**src/ogtr_pkg.sv**
```systemverilog
// shared types, constants and glyph font for the oled glyph text renderer
package ogtr_pkg;

  localparam int unsigned GlyphCount = 13;
  localparam int unsigned GlyphCols  = 12;
  localparam int unsigned GlyphBytes = 2 * GlyphCols;
  localparam int unsigned CmdPerHalf = 5;

  localparam logic [7:0] CHAR_FIRST  = 8'h20;
  localparam logic [7:0] CHAR_LAST   = 8'h7E;
  localparam logic [7:0] CHAR_ZERO   = 8'h30;
  localparam logic [7:0] CHAR_NINE   = 8'h39;
  localparam logic [7:0] CHAR_MINUS  = 8'h2D;
  localparam logic [7:0] CHAR_DOT    = 8'h2E;
  localparam logic [7:0] DIGIT_BIAS  = 8'h2F;

  localparam logic [3:0] GLYPH_SPACE = 4'd0;
  localparam logic [3:0] GLYPH_MINUS = 4'd11;
  localparam logic [3:0] GLYPH_DOT   = 4'd12;

  localparam logic [7:0] CMD_ADDR_MODE = 8'h22;
  localparam logic [7:0] CMD_PAGE_BASE = 8'hB0;
  localparam logic [7:0] CMD_COL_LOW   = 8'h04;
  localparam logic [3:0] CMD_COL_HIGH  = 4'h1;
  localparam logic [7:0] COL_OFFSET    = 8'h1C;

  localparam logic [7:0] COL_STEP   = 8'd12;
  localparam logic [7:0] WRAP_LIMIT = 8'd60;
  localparam logic [3:0] LINE_PAGES = 4'd3;
  localparam logic [3:0] LAST_PAGE  = 4'd4;

  // slot counter within one half of a run: 5 commands then 12 glyph bytes
  localparam logic [4:0] SLOT_PAGE   = 5'd1;
  localparam logic [4:0] SLOT_ADDR   = 5'd0;
  localparam logic [4:0] SLOT_COLCMD = 5'd2;
  localparam logic [4:0] SLOT_COLLO  = 5'd3;
  localparam logic [4:0] SLOT_COLHI  = 5'd4;
  localparam logic [4:0] SLOT_DATA   = 5'd5;
  localparam logic [4:0] SLOT_LAST   = 5'd16;

  typedef struct packed {
    logic [3:0] glyph;
    logic [3:0] page;
    logic [7:0] col_sum;
  } run_t;

  function automatic logic [191:0] glyph_row(input logic [3:0] g);
    logic [191:0] row;
    case (g)
      4'd1:    row = 192'h00F8FC060606060606FCF800_001F3F6060606060603F1F00;
      4'd2:    row = 192'h000000181CFEFE0000000000_00006060607F7F6060600000;
      4'd3:    row = 192'h00001C0E0606068EFEF80000_00006070787C6E6763600000;
      4'd4:    row = 192'h000C0C8686868686FE7C0000_00303061616161617F3E0000;
      4'd5:    row = 192'h000080E0781E06FEFE000000_000007070606067F7F060000;
      4'd6:    row = 192'h0000FEFEC6C6C6C6C6860000_00006060606060607F3F0000;
      4'd7:    row = 192'h0000FCFE8686868686000000_00003F7F616161617F3F0000;
      4'd8:    row = 192'h0000060686C6E6763E1E0000_000000007F7F000000000000;
      4'd9:    row = 192'h00007CFE86868686FE7C0000_00003E7F616161617F3E0000;
      4'd10:   row = 192'h00007CFE86868686FEFC0000_00006061616161617F3F0000;
      4'd11:   row = 192'h000000808080808080000000_000000010101010101000000;
      4'd12:   row = 192'h000000000000000000000000_000000007070707000000000;
      default: row = '0;
    endcase
    return row;
  endfunction

  // byte b of glyph g, byte 0 is the leftmost column of the top page
  function automatic logic [7:0] glyph_byte(input logic [3:0] g, input logic [4:0] b);
    logic [191:0] row;
    logic [7:0]   pos;
    row = glyph_row(g);
    pos = {3'b000, 5'd23 - b} << 3;
    return row[pos +: 8];
  endfunction

endpackage

```
**src/ogtr_emit.sv**
```systemverilog
// run sequencer, registered font read and output word register
module ogtr_emit (
  input  logic            clk,
  input  logic            rst_n,
  input  logic            run_valid,
  input  ogtr_pkg::run_t  run,
  output logic            run_done,
  output logic            out_valid,
  input  logic            out_ready,
  output logic [7:0]      out_byte,
  output logic            out_is_data,
  output logic            out_last
);

  logic       half_r, half_nxt;
  logic [4:0] slot_r, slot_nxt;
  logic       valid_r;
  logic       is_data_r;
  logic       last_r;
  logic [7:0] cmd_r;
  logic [7:0] font_q_r;
  logic       adv;
  logic       slot_is_data;
  logic       slot_is_last;
  logic [4:0] font_idx;
  logic [7:0] cmd_byte;

  assign adv          = !valid_r || out_ready;
  assign slot_is_data = slot_r >= ogtr_pkg::SLOT_DATA;
  assign slot_is_last = half_r && (slot_r == ogtr_pkg::SLOT_LAST);
  assign run_done     = adv && run_valid && slot_is_last;

  always_comb begin
    font_idx = '0;
    if (slot_is_data) begin
      font_idx = (half_r ? 5'(ogtr_pkg::GlyphCols) : 5'd0) + (slot_r - ogtr_pkg::SLOT_DATA);
    end
  end

  always_comb begin
    case (slot_r)
      ogtr_pkg::SLOT_ADDR:   cmd_byte = ogtr_pkg::CMD_ADDR_MODE;
      ogtr_pkg::SLOT_PAGE:   cmd_byte = ogtr_pkg::CMD_PAGE_BASE + {4'h0, run.page}
                                        + {7'h00, half_r};
      ogtr_pkg::SLOT_COLCMD: cmd_byte = ogtr_pkg::CMD_COL_LOW;
      ogtr_pkg::SLOT_COLLO:  cmd_byte = {4'h0, run.col_sum[3:0]};
      ogtr_pkg::SLOT_COLHI:  cmd_byte = {ogtr_pkg::CMD_COL_HIGH, run.col_sum[7:4]};
      default:               cmd_byte = 8'h00;
    endcase
  end

  always_comb begin
    half_nxt = half_r;
    slot_nxt = slot_r;
    if (adv && run_valid) begin
      if (slot_r == ogtr_pkg::SLOT_LAST) begin
        slot_nxt = '0;
        half_nxt = !half_r;
      end else begin
        slot_nxt = slot_r + 5'd1;
      end
    end
  end

  always_ff @(posedge clk) begin
    if (!rst_n) begin
      half_r  <= 1'b0;
      slot_r  <= '0;
      valid_r <= 1'b0;
    end else begin
      half_r <= half_nxt;
      slot_r <= slot_nxt;
      if (adv) begin
        valid_r <= run_valid;
      end
    end
  end

  // registered font read, lined up with the output word register
  always_ff @(posedge clk) begin
    if (adv && run_valid) begin
      cmd_r     <= cmd_byte;
      is_data_r <= slot_is_data;
      last_r    <= slot_is_last;
      font_q_r  <= ogtr_pkg::glyph_byte(run.glyph, font_idx);
    end
  end

  assign out_valid   = valid_r;
  assign out_byte    = is_data_r ? font_q_r : cmd_r;
  assign out_is_data = is_data_r;
  assign out_last    = last_r;

  a_last_is_data: assert property (@(posedge clk) disable iff (!rst_n)
    valid_r && last_r |-> is_data_r)
    else $error("last word of a run is not a data word");

  a_slot_range: assert property (@(posedge clk) disable iff (!rst_n)
    slot_r <= ogtr_pkg::SLOT_LAST)
    else $error("slot counter out of range");

  a_done_rewinds: assert property (@(posedge clk) disable iff (!rst_n)
    run_done |=> (slot_r == 5'd0) && !half_r)
    else $error("slot counter not rewound after a run");

  a_idle_at_start: assert property (@(posedge clk) disable iff (!rst_n)
    !run_valid |-> (slot_r == 5'd0) && !half_r)
    else $error("slot counter moved without a run");

endmodule

```
**src/oled_glyph_text_renderer.sv**
```systemverilog
// top level of the oled page-mode text glyph renderer
// Each printable character gives a run of 34 words (per page: five command words then twelve
// glyph words, top page first), one word per cycle while the receiver keeps out_ready high.
// The cursor is updated when a character is taken, and the next character is taken in the
// cycle its predecessor's last word is issued, so runs follow each other with no gap.
// Characters that give no words (non-printable codes, or any code while halted) are taken
// whenever the pending run slot is free.
module oled_glyph_text_renderer (
  input  logic       clk,
  input  logic       rst_n,
  input  logic       in_valid,
  output logic       in_ready,
  input  logic [7:0] in_char_code,
  input  logic       in_new_string,
  input  logic [2:0] in_start_page,
  input  logic [7:0] in_start_column,
  output logic       out_valid,
  input  logic       out_ready,
  output logic [7:0] out_byte,
  output logic       out_is_data,
  output logic       out_last
);

  logic [7:0] col_r, col_nxt;
  logic [3:0] page_r, page_nxt;
  logic [7:0] lsc_r, lsc_nxt;
  logic       halt_r, halt_nxt;
  logic       pend_r, pend_nxt;
  ogtr_pkg::run_t run_r, run_nxt;

  logic       in_fire;
  logic       run_done;
  logic [7:0] eff_col;
  logic [3:0] eff_page;
  logic [7:0] eff_lsc;
  logic       eff_halt;
  logic       printable;
  logic       emit;
  logic [3:0] glyph;
  logic [7:0] col_adv;
  logic       wrap;
  logic [3:0] page_adv;

  assign in_ready = !pend_r || run_done;
  assign in_fire  = in_valid && in_ready;

  always_comb begin
    eff_col  = col_r;
    eff_page = page_r;
    eff_lsc  = lsc_r;
    eff_halt = halt_r;
    if (in_new_string) begin
      eff_col  = in_start_column;
      eff_page = {1'b0, in_start_page};
      eff_lsc  = in_start_column;
      eff_halt = 1'b0;
    end
  end

  always_comb begin
    glyph = ogtr_pkg::GLYPH_SPACE;
    if (in_char_code >= ogtr_pkg::CHAR_ZERO && in_char_code <= ogtr_pkg::CHAR_NINE) begin
      glyph = 4'(in_char_code - ogtr_pkg::DIGIT_BIAS);
    end else if (in_char_code == ogtr_pkg::CHAR_MINUS) begin
      glyph = ogtr_pkg::GLYPH_MINUS;
    end else if (in_char_code == ogtr_pkg::CHAR_DOT) begin
      glyph = ogtr_pkg::GLYPH_DOT;
    end
  end

  assign printable = (in_char_code >= ogtr_pkg::CHAR_FIRST) &&
                     (in_char_code <= ogtr_pkg::CHAR_LAST);
  assign emit      = printable && !eff_halt;
  assign col_adv   = eff_col + ogtr_pkg::COL_STEP;
  assign wrap      = col_adv > ogtr_pkg::WRAP_LIMIT;
  assign page_adv  = wrap ? eff_page + ogtr_pkg::LINE_PAGES : eff_page;

  always_comb begin
    col_nxt  = col_r;
    page_nxt = page_r;
    lsc_nxt  = lsc_r;
    halt_nxt = halt_r;
    pend_nxt = pend_r && !run_done;
    run_nxt  = run_r;
    if (in_fire) begin
      col_nxt  = eff_col;
      page_nxt = eff_page;
      lsc_nxt  = eff_lsc;
      halt_nxt = eff_halt;
      if (emit) begin
        col_nxt          = wrap ? eff_lsc : col_adv;
        page_nxt         = page_adv;
        halt_nxt         = page_adv > ogtr_pkg::LAST_PAGE;
        pend_nxt         = 1'b1;
        run_nxt.glyph    = glyph;
        run_nxt.page     = eff_page;
        run_nxt.col_sum  = eff_col + ogtr_pkg::COL_OFFSET;
      end
    end
  end

  always_ff @(posedge clk) begin
    if (!rst_n) begin
      col_r  <= '0;
      page_r <= '0;
      lsc_r  <= '0;
      halt_r <= 1'b0;
      pend_r <= 1'b0;
    end else begin
      col_r  <= col_nxt;
      page_r <= page_nxt;
      lsc_r  <= lsc_nxt;
      halt_r <= halt_nxt;
      pend_r <= pend_nxt;
    end
  end

  always_ff @(posedge clk) begin
    run_r <= run_nxt;
  end

  ogtr_emit u_emit (
    .clk         (clk),
    .rst_n       (rst_n),
    .run_valid   (pend_r),
    .run         (run_r),
    .run_done    (run_done),
    .out_valid   (out_valid),
    .out_ready   (out_ready),
    .out_byte    (out_byte),
    .out_is_data (out_is_data),
    .out_last    (out_last)
  );

  a_done_needs_run: assert property (@(posedge clk) disable iff (!rst_n)
    run_done |-> pend_r)
    else $error("run finished with no run pending");

  a_halt_means_off_screen: assert property (@(posedge clk) disable iff (!rst_n)
    halt_r |-> page_r > ogtr_pkg::LAST_PAGE)
    else $error("halted while cursor page is on screen");

  a_busy_blocks_input: assert property (@(posedge clk) disable iff (!rst_n)
    pend_r && !run_done |-> !in_ready)
    else $error("input taken while a run is still pending");

endmodule

```
**config.mk**
```make
export PLATFORM = sky130hd
export DESIGN_NAME = oled_glyph_text_renderer
export DESIGN_NICKNAME = d
export VERILOG_FILES = /design/src/ogtr_pkg.sv /design/src/ogtr_emit.sv /design/src/oled_glyph_text_renderer.sv
export SDC_FILE = /design/constraint.sdc
export NUM_CORES = 1
export LEC_CHECK = 0
export ABC_AREA = 1
export BUFFER_PORTS_ARGS = -buffer_cell sky130_fd_sc_hd__buf_2
export CAP_MARGIN = 20
export CORE_MARGIN = 2
export CORE_UTILIZATION = 64
export CTS_CLUSTER_DIAMETER = 50
export DETAILED_ROUTE_END_ITERATION = 10
export GPL_ROUTABILITY_DRIVEN = 0
export PLACE_DENSITY = 0.9
export SLEW_MARGIN = 15
export SYNTH_ARGS = -nofsm -noshare
export SYNTH_HDL_FRONTEND = slang
export SYNTH_SLANG_ARGS = --single-unit
```
**constraint.sdc**
```tcl
create_clock -name clk -period 6.5 [get_ports clk]
set_clock_uncertainty 0.2 [all_clocks]
set_input_delay 1.95 -clock clk [delete_from_list [all_inputs] [get_ports clk]]
set_output_delay 1.95 -clock clk [all_outputs]
set_load 0.01 [all_outputs]
```
Word level (Yosys, flattened, before mapping). Memory sizes are Yosys's and may differ from the RTL's. A register that Yosys moved wholly into a read port is not among the register bits. Index checks and enable logic that the tools add are counted.

ROM bits: 2144. Memories kept: 1. Logic and storage cells: 80. Bits in registers: 63. Input bits: 24. Output and inout port bits: 12.

Memories: (no name shown) (words 16, width 134, read ports 1, clocked after memory_dff 1, wr ports 0, RTL line ogtr_pkg.sv:49) `case (g)`.

$lt $le $gt $ge: 7. Shift-type cells: 1. Add/sub/neg operators: 10. Reductions and logical operators: 18. Equal/unequal tests: 7. Muxes and demuxes: 21.

Operators by type and width (count): 192-bit 2-to-1 mux (1); 192-bit by 9-bit variable part select with 8-bit output (1); 8-bit 2-to-1 mux (5); 8-bit one-hot mux with 5 select lines (1); 4-bit 2-to-1 mux (8); 8-bit by 6-bit == test with 1-bit output (second input constant) (2); 8-bit by 6-bit >= comparator with 1-bit output (second input constant) (2); 5-bit by 2-bit == test with 1-bit output (second input constant) (2); 5-bit 2-to-1 mux (2); 8-bit by 1-bit adder with 8-bit output (1); 8-bit by 4-bit adder with 8-bit output (first input constant) (1); 8-bit by 4-bit adder with 8-bit output (second input constant) (1); 8-bit by 5-bit adder with 8-bit output (second input constant) (1); 8-bit by 6-bit greater-than comparator with 1-bit output (second input constant) (1); 8-bit by 6-bit less-or-equal comparator with 1-bit output (second input constant) (1); 8-bit by 7-bit less-or-equal comparator with 1-bit output (second input constant) (1); 1-bit logical AND (8); 5-bit by 1-bit adder with 5-bit output (second input constant) (1); 5-bit adder (1); 5-bit by 1-bit == test with 1-bit output (second input constant) (1); 5-bit by 3-bit == test with 1-bit output (second input constant) (1); 5-bit == test (second input constant) (1); 5-bit by 3-bit >= comparator with 1-bit output (second input constant) (1); 1-bit zero test (5); 9 further kinds (14).

Longest topological paths before layout. Gate-level depths: netlist of run 1.

Depth in word-level cells: 8. Depth in mapped cells: 20. Mapped depth without buffers: 18.

By module. Synthesis of run 1 repeated with hierarchy kept, for this count alone.

Cell total of the unflattened synthesis: 815. Area total of the unflattened synthesis: 5509.0 um^2.

By module, submodules not included: ogtr_emit (area each 3225.6 um^2, seq. area each 680.7 um^2, cells an instance 530, instances 1); oled_glyph_text_renderer (area each 2283.4 um^2, seq. area each 920.9 um^2, cells an instance 285, instances 1).

Worst setup path before layout of run 1. Ideal clock, no wire load.

Path kind: input -> output. Start point: input out_ready. End point: output in_ready. Setup slack: 1.914 ns. Cell stages on the path: 6. Arrival time: 2.436 ns. Path buffers: 0. Data required time: 4.350 ns. Cells stage by stage: inv_1 -> nand2_1 -> nand2_2 -> nor2_2 -> nand2_2 -> nand2_4.

Cells in the longest elaborated chain, start to end: 4.

RTL lines: start: declaration (RTL line oled_glyph_text_renderer.sv:18) `input logic out_ready,`; 1-bit logical OR (RTL line ogtr_emit.sv:28) `assign adv = !valid_r || out_ready;`; 1-bit logical AND (2 in a row) (RTL line ogtr_emit.sv:31) `assign run_done = adv && run_valid && slot_is_last;`; 1-bit logical OR (RTL line oled_glyph_text_renderer.sv:44) `assign in_ready = !pend_r || run_done;`; end: declaration (RTL line oled_glyph_text_renderer.sv:12) `output logic in_ready,`.

Every way passes these cells.

Worst setup path in the final report of run 1. Ends and elaborated chain as after synthesis.

==> results of run 1 <==
-- worst paths after layout --
path | startpoint | endpoint | slack [ns]
worst max-delay path | out_ready | in_ready | 1.62
worst min register to register | lsc_r[7] | lsc_r[7] | 0.27
worst max register to register | u_emit.slot_r[0] | register | 2.39
worst min-delay path | lsc_r[7] | lsc_r[7] | 0.27
-- per-stage QoR --
step	hold WS (ns)	utilization (%)
after detailed placement	0.265	67.5
final	0.274	73.0
after CTS	0.274	73.0
after floorplan	0.245	-
after global placement	0.259	67.5
after global routing	0.288	73.0
-- final cells by class --
class	count	area, sq um
timing repair buffer	38	198
tap	136	170
multi-input combinational	604	3200
clock inverter	11	138
sequential	130	2940
clock buffer	21	429
fill	714	2750
inverter	94	365
-- kinds of logic (layout without fill, tap and decap cells) --
group           after synthesis  in the layout  share of synthesized area, %
compound gates              156            156                          13.6
xor+xnor                      9              9                          1.19
fa+ha+maj                    26             26                          5.02
buf+inv                     121            164                          7.42
flops                       130            130                          44.4
mux                           8              8                          1.36
simple gates                405            405                          27.0
-- worst register-to-register path: stages (launching register included) --
cell	delay (ns)
sky130_fd_sc_hd__dfxtp_1	0.48
sky130_fd_sc_hd__inv_1	0.46
sky130_fd_sc_hd__ha_1	0.27
sky130_fd_sc_hd__nand3_1	0.15
sky130_fd_sc_hd__nor2_2	0.14
sky130_fd_sc_hd__nand2_2	0.09
sky130_fd_sc_hd__nand2_4	0.11
sky130_fd_sc_hd__nand2_4	0.14
sky130_fd_sc_hd__nor2_8	0.37
sky130_fd_sc_hd__inv_4	0.12
sky130_fd_sc_hd__o21ai_2	0.33
sky130_fd_sc_hd__inv_1	0.17
sky130_fd_sc_hd__ha_1	0.33
sky130_fd_sc_hd__inv_1	0.14
sky130_fd_sc_hd__nor2_2	0.08
sky130_fd_sc_hd__nand2_2	0.23
sky130_fd_sc_hd__o211ai_1	0.15
-- metal layers --
| metal | track usage (%) | wire, um | up-vias |
|---|---|---|---|
| li1 | - | - | 2864 |
| met1 | 37.9 | 6570 | 2726 |
| met2 | 51.0 | 8120 | 361 |
| met3 | 7.54 | 1450 | 70 |
| met4 | 15.0 | 661 | 0 |
| met5 | 0 | 0 | - |
-- layout by cell type, fill, tap and decap left out, types with 5 or more instances in the layout --
| cell type | instances |
|---|---|
| sky130_fd_sc_hd__mux2_2 | 8 |
| sky130_fd_sc_hd__o211ai_1 | 12 |
| sky130_fd_sc_hd__nand2_4 | 5 |
| sky130_fd_sc_hd__buf_2 | 35 |
| sky130_fd_sc_hd__clkbuf_16 | 16 |
| sky130_fd_sc_hd__dfxtp_1 | 96 |
| sky130_fd_sc_hd__nor3_1 | 7 |
| sky130_fd_sc_hd__nand2_1 | 250 |
| sky130_fd_sc_hd__ha_1 | 25 |
| sky130_fd_sc_hd__nor2_1 | 46 |
| sky130_fd_sc_hd__o21ai_2 | 5 |
| sky130_fd_sc_hd__xor2_1 | 6 |
| sky130_fd_sc_hd__nor2_2 | 5 |
| sky130_fd_sc_hd__a21oi_1 | 45 |
| sky130_fd_sc_hd__inv_2 | 8 |
| sky130_fd_sc_hd__nand4_1 | 8 |
| sky130_fd_sc_hd__edfxtp_1 | 34 |
| sky130_fd_sc_hd__inv_1 | 82 |
| sky130_fd_sc_hd__nand2_2 | 8 |
| sky130_fd_sc_hd__o21ai_0 | 73 |
| sky130_fd_sc_hd__nand3_1 | 56 |
| sky130_fd_sc_hd__or2_2 | 10 |
-- cell usage after synthesis, types with 5 or more instances --
library cell,count,area (sq um)
sky130_fd_sc_hd__nand4_1,8,50.1
sky130_fd_sc_hd__nor3_1,7,35.0
sky130_fd_sc_hd__inv_2,8,30.0
sky130_fd_sc_hd__o21ai_2,5,43.8
sky130_fd_sc_hd__nand3_1,56,280
sky130_fd_sc_hd__nand2_1,250,938
sky130_fd_sc_hd__inv_1,82,308
sky130_fd_sc_hd__o211ai_1,12,90.1
sky130_fd_sc_hd__o21ai_0,73,365
sky130_fd_sc_hd__nand2_4,5,56.3
sky130_fd_sc_hd__nor2_2,5,31.3
sky130_fd_sc_hd__nand2_2,8,50.1
sky130_fd_sc_hd__or2_2,10,62.6
sky130_fd_sc_hd__edfxtp_1,34,1020
sky130_fd_sc_hd__buf_2,8,40.0
sky130_fd_sc_hd__a21oi_1,45,225
sky130_fd_sc_hd__mux2_2,8,90.1
sky130_fd_sc_hd__clkbuf_1,16,60.1
sky130_fd_sc_hd__xor2_1,6,52.6
sky130_fd_sc_hd__dfxtp_1,96,1920
sky130_fd_sc_hd__ha_1,25,313
sky130_fd_sc_hd__nor2_1,46,173
-- report_power, final --
group / switching [uW] / internal [uW]
Combinational: 191 / 88.1
Clock: 345 / 580
Sequential: 32.2 / 908
Total: 568 / 1580
==> results, run 1 <==
- The number of flops mapped to enable cells by yosys is 34.
- The share of synthesized flip-flops with an asynchronous set or reset is 0%.
- The biggest fanout along the worst timing path is 8.
- The routed layout has roughly 6000 vias.
- The pre-antenna-repair detailed-routing pass consisted of 5 iterations.
- The maximum ir drop on the vdd rail is 165 uV.
- The class of the worst hold path is register to register.
- The completed layout was analyzed and its total power is approximately 2100 uW.
- The DRC violation count after routing is 0.
- The wire length of the first global-routing pass is 27.4 mm.
- The number of antenna violations at the first check in global routing is 0.
- Summing all non-filler instances in the final layout gives an area of between 7000 and 8000 sq um.
- The number of nets in the layout is between 900 and 1000.
- Once the floorplan was initialized, standard cells occupied 65.1% of the core.
- The number of clock buffers added by TritonCTS is 17.
- In this run the standard cell core region covers a little over 10000 sq um.
- The area growth from synthesis to layout is 12.2%.
- For the pin with the worst max-slew slack, the measured transition is 0.748 ns.
- The slowest stage cell on the critical path is sky130_fd_sc_hd__nor2_2.
- The power density over cell area is around 290 nW/um^2.
- The startpoint class of the critical path is an input pin.
- In the routed layout, each cell is associated on average with a via count of approximately 5.8.
- The count of final setup violators is 0.
- The number of I/O pins is 36.
- The height of the chip is around 110 um.
- The synthesis-stage register bit count is 130.
- After synthesis, the netlist uses 48 different library cells.
- Before CTS, the worst setup slack after placement is 1.28 ns.
- Across the run, the number of max-cap violations was 0.
- The worst slew margin relative to its limit is 50.1%.
- STA puts the critical path data required time at roughly 4.4 ns.
- No sink is reached through more buffers than the 2 on the longest clock path.
- The clock tree root driver cell is sky130_fd_sc_hd__clkbuf_8.
- After clock tree synthesis, the clock-pin slew on the worst setup and hold paths is 0.06 ns.
- Traced cell by cell, the critical path runs through buf_2 > inv_1 > nand2_1 > nand2_2 > nor2_2 > nand2_2 > nand2_4 > buf_2.
- For the worst-skew pair, the clock arrives at the later sink with an insertion delay of 0.53 ns.
- For this block, the routed nets add up to 16.8 mm of wire.
- The row count is 37.
- The cts-stage hold buffer count is 0.
- The leading register cell type out of synthesis is sky130_fd_sc_hd__dfxtp_1.
- The placed standard-cell area is 6870 sq um.
- The final antenna diode count is 0.
- The ratio of final minimum period to clock period is around three quarters.
- The number of max-slew violations in the final report is 0.
- The area of the die is around 11000 sq um.
- The number of synthesis warnings is 0.
- Setup repair after global routing left no endpoint under its margin.
- Among cell families on the critical path, the largest total delay comes from simple AND/OR/NAND/NOR gates.
- TritonCTS built the clock tree.
- The number of instances on the worst hold path is 2.
- The post-route netlist has between 10 and 15% of its cells at a drive strength greater than 1.
- The detailed router finished its first iteration with around 650 violations.
- The half-perimeter wire length after placement is around 11 mm.
- The synthesized area per cell is between 7 and 8 sq um.
- On the worst path, the slowest cell contributes a delay of 0.16 ns.
- The number of hold violations in the final report came to 0.
- The analysis attributes to cell leakage a power of approximately 0.0036 uW.
- The cell area that synthesis handed to floorplanning was 6630 sq um.
- The die width is between 100 and 150 um.
- The detail route stage leaves a number of antenna-violating nets equal to 0.
- The capturing element type of the critical path is an output pin.
- The total negative slack is 0 ns.
- Summing the sequential cell areas from Yosys gives 44.4% of the chip area.
- The flow ran to the end, and the final reports show no timing, DRC or antenna violations.
- The number of buffer cells added on primary ports is 35.
- The residual overflow from global routing is 0.
- For this run, the top clock speed supported by timing is around 0.2 GHz.
- In this run, placement finished with an instance count of ~1000.
- The count of clock tree sinks is 130.
- The H-tree was split into 4 levels.
- Counting every instance in the synthesized netlist gives around 860.
- The final instance count without filler cells is 1034.
- The post-cts gate resize count is 0.
- The critical path runs through a total of 8 cells.
- The final critical-path required period is 4.88 ns.
- The number of nets handed over by synthesis was a little over 900.
- The number of buffers and inverters on the critical path is 3.
- The via count of the first global-routing pass is approximately 5600.
- The type of the setup path with the least slack is input pin to output pin.
- The worst path setup slack after routing is ~1.6 ns.
- At the worst endpoint, the arrival time is 2.73 ns.
- Global routing used ~31% of the available tracks across all layers.
- The number of post-CTS setup repair buffers is 0.
- The mean routed wirelength per cell is roughly 16 um.
- Entering global routing, the biggest net connects 36 pins.
- The number of cells on the worst reg-to-reg path is 16.
Power figures use the tool's default switching activity.
==> inputs of run 2 (changes only) <==
Settings changed: CORE_UTILIZATION 64 to 55, PLACE_DENSITY 0.9 to 0.83.
Clock period 6.5 ns to 4.35 ns, I/O delays scaled along.
==> run 2 against run 1 <==
  * Hold slack improved by 0.022 ns
  * Die area rose by 16%
  * Critical path depth increased by 8
  * Power increased by 54%
  * Via count fell by 2.4%
  * Wire length fell by 2.7%
  * Utilization fell by 9.5 points
  * Largest power group is now the clock network
==> results, run 2 (same netlist as run 1, synthesis figures left out) <==
- The buffer levels on the longest clock path is 2 (unchanged).
- The half-perimeter wire length after placement is 11.5 mm (+4.4%).
- The number of I/O pins is 36 (unchanged).
- The post-cts gate resize count is 0 (unchanged).
- The library cell used most frequently in the layout, excluding fill and tap cells, is sky130_fd_sc_hd__nand2_1.
- The cell count along the critical path is 16 (+8).
- The power density over cell area came to 438 nW/um^2 (+52%).
- The flow ran to the end, and the final reports show no timing, DRC or antenna violations.
- The root buffer cell chosen for the clock tree is sky130_fd_sc_hd__clkbuf_16.
- The number of buffers and inverters on the critical path is 6 (+3).
- The area of the die is 12900 sq um (+16%).
- The number of instances on the worst hold path came to 2 (unchanged).
- The pin count of the biggest net entering global routing is 35 (-2.8%).
- The number of H-tree levels came to 4 (unchanged).
- The total via count after detailed routing was 5877 (-2.4%).
- The count of clock tree sinks is 130 (unchanged).
- The share of post-route cells with drive strength above 1 is 14.8% (+0.76 points).
- The core outline area is 11900 sq um (+17%).
- In the layout the commonest cells are 250 x sky130_fd_sc_hd__nand2_1, 96 x sky130_fd_sc_hd__dfxtp_1, 82 x sky130_fd_sc_hd__inv_1, 73 x sky130_fd_sc_hd__o21ai_0, 56 x sky130_fd_sc_hd__nand3_1.
- The capturing element type of the critical path is a register.
- The number of vias per cell after detailed routing was 5.58 (-4.2%).
- The via count of the first global-routing pass was 5429 (-3.4%).
- The type of the setup path with the least slack is input pin to register.
- The number of violations of the max-capacitance limit is 0 (unchanged).
- The worst-skew pair later-pin latency is 0.42 ns (-0.11 ns).
- The largest stage delay on the critical path came to 0.30 ns (+0.14 ns).
- The worst-margin pin slew is 0.769 ns (+0.0208 ns).
- The mean routed wirelength per cell is 15.5 um (-4.4%).
- The antenna violation net count after detailed routing is 0 (unchanged).
- The number of hold violations in the final report came to 0 (unchanged).
- The first-iteration detailed-routing DRC count is 654 (unchanged).
- The leakage power total is 0.00367 uW (+1.9%).
- The register clock-pin slew on the reported worst setup and hold paths is 0.06 ns (about the same).
- The number of buffer cells added on primary ports is 35 (unchanged).
- The number of cells on the worst reg-to-reg path is 16 (unchanged).
- The worst setup slack before clock tree synthesis came to 0.379 ns (-0.900 ns).
- The worst path arrival time is 3.70 ns (+0.97 ns).
- The number of nets in the layout is 943 (+0.86%).
- The overall fraction of global-route tracks in use is 26.5% (-4.4 points).
- The biggest fanout along the worst timing path is 8 (unchanged).
- The height of the chip is 114 um (+7.6%).
- The total CTS buffers came to 17 (unchanged).
- Traced cell by cell, the critical path runs through buf_2 > inv_1 > ha_1 > nand3b_1 > nand4_1 > inv_1 > or2_2 > o21ai_0 > inv_1 > o21ai_4 > inv_2 > ha_1 > inv_1 > nor2_1 > nand2_1 > nand2_1.
- The startpoint class of the critical path is an input pin.
- The wire length of the first global-routing pass is 26.7 mm (-2.5%).
- The final antenna diode count came to 0 (unchanged).
- The initial cell density of the core came to 55.7% (-9.4 points).
- The die width was 114 um (+7.6%).
- The slowest stage of the critical path belongs to the cell sky130_fd_sc_hd__or2_2.
- The DRC violation count after routing is 0 (unchanged).
- The TritonCTS clock tree is done.
- The ratio of final minimum period to clock period is 83.0%.
- The cts-stage hold buffer count is 0 (unchanged).
- Setup repair after global routing left no endpoint under its margin.
- The smallest clock period supported by the final layout is computed as 3.61 ns.
- The maximum ir drop on the vdd rail was 294 uV (+78%).
- The kind of cell with the highest combined delay along the critical path is simple AND/OR/NAND/NOR gates.
- The total negative slack is 0 ns (unchanged).
- The number of max-slew violations in the final report was 0 (unchanged).
- The residual overflow from global routing was 0 (unchanged).
- The area growth from synthesis to layout is 14.1%.
- The hold slack is 0.297 ns (+0.0221 ns).
- The maximum clock frequency is roughly 0.28 GHz.
- The number of post-CTS setup repair buffers is 0 (unchanged).
- The number of antenna violations at the first check in global routing was 0 (unchanged).
- The count of final setup violators is 0 (unchanged).
- The detailed-route wire length came to 16.3 mm (-2.7%).
- The row count came to 40 (+8.1%).
- The class of the worst hold path is register to register.
- The required time at the worst-slack endpoint is 4.44 ns (+0.09 ns).
- The worst path setup slack after routing is 0.741 ns (-0.875 ns).
- The cell type with the highest occurrence count on the critical path is sky130_fd_sc_hd__inv_1.
- The first-pass iteration count of the detailed router is 5 (unchanged).
- The worst slew margin relative to its limit was 48.7% (-1.4 points).
[run 2: cell count changes in the layout (fill, tap and decap cells not counted)]
cell	change
sky130_fd_sc_hd__bufinv_16	+1
sky130_fd_sc_hd__clkbuf_8	-1
sky130_fd_sc_hd__buf_4	+8
sky130_fd_sc_hd__clkinv_1	+2
sky130_fd_sc_hd__clkbuf_1	-2
sky130_fd_sc_hd__clkinvlp_4	-2
sky130_fd_sc_hd__clkbuf_16	+2
[run 2: area by class of cell]
class | count | area, sq um
clock buffers | 20 | 458
clock inverters | 12 | 160
fillers | 975 | 4350
inverters | 94 | 365
multi-input cells | 604 | 3200
flip-flops and latches | 130 | 2940
well taps | 147 | 184
repair buffers | 46 | 258
[run 2: stage by stage]
step | cells | instance area [sq um] | util, % | power [uW]
after floorplan | 855 | 6630 | - | 1710
after global placement | 1021 | 6950 | 58.3 | 1820
after detailed placement | 1021 | 6950 | 58.3 | 1830
after CTS | 1053 | 7560 | 63.5 | 3310
after global routing | 1053 | 7560 | 63.5 | 3440
final | 1053 | 7560 | 63.5 | 3310
[run 2: tightest hold or removal path, cell delays in order (launching register included)]
cell and delay, ns:
sky130_fd_sc_hd__dfxtp_1 0.31, sky130_fd_sc_hd__nand2_1 0.07, sky130_fd_sc_hd__a21oi_1 0.06
[run 2: where the power goes]
group          switching [uW]  total (uW)  internal, uW
Combinational             282         420           138
Clock                     508        1490           982
Sequential               43.9        1400          1360
[run 2: path summary, 6_finish.rpt]
kind         slack, ns        startpoint       end
min reg2reg       0.30          lsc_r[7]  lsc_r[7]
min               0.30          lsc_r[7]  lsc_r[7]
max reg2reg       0.98  u_emit.slot_r[0]  register
max               0.74   in_char_code[0]  register
[run 2: layer usage]
layer  GRT usage (%)  vias to the layer above  part of all wire (%)
met5               0                        -                     0
met4            12.8                        0                   3.7
met3            6.22                       58                   8.7
met2            40.5                      317                    44
met1            35.7                     2622                    43
li1                -                     2880                     -
==> inputs of run 3 (changes only) <==
Clock period 4.35 ns to 3.29 ns, I/O delays scaled along.
==> run 3 against run 2 <==
  * First-iteration DRC count increased by 8.0%
  * Sequential cell count unchanged
  * Critical path depth decreased by 1
  * Sequential power increased by 33%
  * Largest power group is now registers
  * Count of clock-buffer cells in the layout decreased by 2
  * Combinational power increased by 42%
  * Power increased by 27%
  * Non-clock buffer count increased by 29
  * Via count increased by 2.6%
  * Utilization increased by 1.3 points
  * Cell area increased by 2.1%
  * Hold slack got worse by 0.027 ns
==> results, run 3 (same netlist as run 1, synthesis figures left out) <==
- The startpoint identified for the worst register-to-register timing path is u_emit.slot_r[1].
- The total CTS buffers is 17 (unchanged).
- The height of the chip is 114 um (unchanged).
- The number of hold violations in the final report is 0 (unchanged).
- The core outline area is 11900 sq um (unchanged).
- The overall fraction of global-route tracks in use was 27.0% (+0.45 points).
- The startpoint class of the critical path is an input pin.
- The final instance count without filler cells is 1082 (+2.8%).
- The pin count of the biggest net entering global routing came to 35 (unchanged).
- The worst reg-to-reg setup slack is 0.17 ns (-0.81 ns).
- The worst slew margin relative to its limit came to 61.7% (+13 points).
- The final antenna diode count came to 0 (unchanged).
- The number of cells on the worst reg-to-reg path is 17 (+1).
- The wire length of the first global-routing pass is 27.3 mm (+2.4%).
- The DRC violation count after routing is 0 (unchanged).
- The die width is 114 um (unchanged).
- The proportion of power drawn by combinational gates is 14.2% (+1.5 points).
- The mean routed wirelength per cell was 15.2 um (-2.3%).
- The maximum ir drop on the vdd rail is 366 uV (+24%).
- The worst path arrival time is 3.30 ns (-0.40 ns).
- The number of I/O pins is 36 (unchanged).
- The number of H-tree levels came to 4 (unchanged).
- The number of buffer cells added on primary ports was 35 (unchanged).
- The number of violations of the max-capacitance limit is 0 (unchanged).
- The number of post-CTS setup repair buffers is 0 (unchanged).
- The via count of the first global-routing pass is 5661 (+4.3%).
- The setup path with the least slack is of type input pin to register.
- The fraction of power consumed by the clock network is 41.6% (-3.4 points).
- The first-iteration detailed-routing DRC count was 706 (+8.0%).
- The residual overflow from global routing is 0 (unchanged).
- The power dissipated by switching net loads is 1160 uW (+39%).
- The count of final setup violators was 0 (unchanged).
- The final core utilization came to 64.8% (+1.3 points).
- The startpoint identified for the worst hold timing path is lsc_r[7].
- The TritonCTS clock tree is done.
- The number of cells in the design after placement is 1050 (+2.8%).
- The worst setup path is captured at a register.
- Setup repair after global routing left no endpoint under its margin.
- The relative contribution of sequential cells to total power is 44.2% (+1.9 points).
- The number of antenna violations at the first check in global routing is 0 (unchanged).
- The class of the worst hold path is register to register.
- In the layout the commonest cells are 250 x sky130_fd_sc_hd__nand2_1, 96 x sky130_fd_sc_hd__dfxtp_1, 81 x sky130_fd_sc_hd__inv_1, 73 x sky130_fd_sc_hd__o21ai_0, 56 x sky130_fd_sc_hd__nand3_1.
- The number of nets in the layout is 972 (+3.1%).
- The antenna violation net count after detailed routing came to 0 (unchanged).
- The buffer levels on the longest clock path is 2 (unchanged).
- The leakage power total came to 0.00376 uW (+2.7%).
- The run finished with clean final reports.
- The relative area change from synthesis to final layout is 16.4%.
- The final critical-path required period is 3.14 ns.
- The number of vias per cell after detailed routing came to 5.57 (-0.16%).
- The maximum clock frequency is 0.318 GHz.
- The half-perimeter wire length after placement is 11.5 mm (-0.28%).
- Leaving out fill and tap cells, the most frequent cell in the layout is sky130_fd_sc_hd__nand2_1.
- The total via count after detailed routing came to 6029 (+2.6%).
- The worst-skew pair later-pin latency is 0.42 ns (about the same).
- The detailed-route wire length is 16.4 mm (+0.35%).
- The design internal power is 3040 uW (+23%).
- The worst path uses between 90 and 100% of the clock period.
- The cts-stage hold buffer count came to 0 (unchanged).
- The biggest fanout along the worst timing path is 8 (unchanged).
- The register clock-pin slew on the reported worst setup and hold paths is 0.06 ns (about the same).
- The worst path setup slack after routing came to 0.146 ns (-0.595 ns).
- The initial cell density of the core came to 55.7% (unchanged).
- The area of the die is 12900 sq um (unchanged).
- The clock tree root driver cell is sky130_fd_sc_hd__clkbuf_16.
- The count of clock tree sinks is 130 (unchanged).
- The number of instances on the worst hold path is 2 (unchanged).
- The row count was 40 (unchanged).
- The worst-margin pin slew is 0.567 ns (-0.202 ns).
- The share of post-route cells with drive strength above 1 is 17.8% (+3.0 points).
- The required time at the worst-slack endpoint is 3.44 ns (-1.00 ns).
- The hold path endpoint is lsc_r[7].
- The first-pass iteration count of the detailed router came to 6 (+1).
- The power density over cell area is 544 nW/um^2 (+24%).
- The number of max-slew violations in the final report is 0 (unchanged).
- The worst setup slack before clock tree synthesis is -0.169 ns (-0.548 ns).
- The switching portion of total power is 27.5% (+2.4 points).
- The post-cts gate resize count is 0 (unchanged).
==> run 3: cell types whose count changed in the layout (fill, tap and decap cells not counted), moves of 2 or more <==
cell                         before  now
sky130_fd_sc_hd__buf_4           11   40
sky130_fd_sc_hd__bufinv_16        4    1
sky130_fd_sc_hd__clkinv_4         1    4
sky130_fd_sc_hd__clkinvlp_4       0    2
sky130_fd_sc_hd__inv_6            0    2
==> run 3: critical path, cell delays in order <==
cell	delay, ns
sky130_fd_sc_hd__buf_2	0.12
sky130_fd_sc_hd__inv_1	0.06
sky130_fd_sc_hd__ha_1	0.18
sky130_fd_sc_hd__nand3b_1	0.16
sky130_fd_sc_hd__nand4_1	0.10
sky130_fd_sc_hd__inv_1	0.06
sky130_fd_sc_hd__or2_2	0.29
sky130_fd_sc_hd__o21ai_0	0.17
sky130_fd_sc_hd__o21ai_4	0.11
sky130_fd_sc_hd__inv_2	0.10
sky130_fd_sc_hd__ha_1	0.20
sky130_fd_sc_hd__inv_1	0.08
sky130_fd_sc_hd__nor2_1	0.24
sky130_fd_sc_hd__nand2_1	0.27
sky130_fd_sc_hd__nand3_1	0.17
==> run 3: final cells by class <==
cell class	instances	area (sq um)
clock buffers	18	429
clock inverters	14	116
fillers	990	4190
inverters	94	368
multi-input cells	604	3200
flip-flops and latches	130	2940
well taps	147	184
repair buffers	75	475
==> run 3: through the flow <==
step	hold WS (ns)	instance area (sq um)	total power, uW	TNS (ns)
2_1_floorplan	0.245	6650	2270	0
3_3_place_gp	0.256	7170	2450	-0.561
3_5_place_dp	0.262	7170	2460	-3.39
4_1_cts	0.270	7720	4190	0
5_1_grt	0.317	7720	4370	0
6_report	0.270	7720	4200	0
==> run 3: worst max-delay path by stage <==
| stage | from | to | slack, ns | cells after the start |
|---|---|---|---|---|
| final | in_char_code[0] | register | 0.15 | 15 |
| after global routing | u_emit.slot_r[1] | register | 0.03 | 17 |
| after floorplan | out_ready | register | 0.02 | 17 |
| after CTS | in_char_code[0] | register | 0.19 | 16 |
| after detailed placement | in_char_code[0] | register | -0.17 | 16 |
| after global placement | in_char_code[0] | register | -0.07 | 15 |
==> run 3: routing by layer <==
metal / routed length, um / up-vias / global-route usage (%)
met5: 0 / - / 0
met4: 543 / 0 / 12.3
met3: 1420 / 58 / 7.12
met2: 7480 / 304 / 42.4
met1: 6960 / 2727 / 35.0
li1: - / 2940 / -
==> run 3: power by group through the flow <==
stage | logic (uW) | registers (uW) | clock network, uW
after global routing | 667 | 1870 | 1830
after CTS | 588 | 1860 | 1750
after global placement | 562 | 1880 | 0
after detailed placement | 575 | 1890 | 0
after floorplan | 406 | 1860 | 0
final | 596 | 1860 | 1740
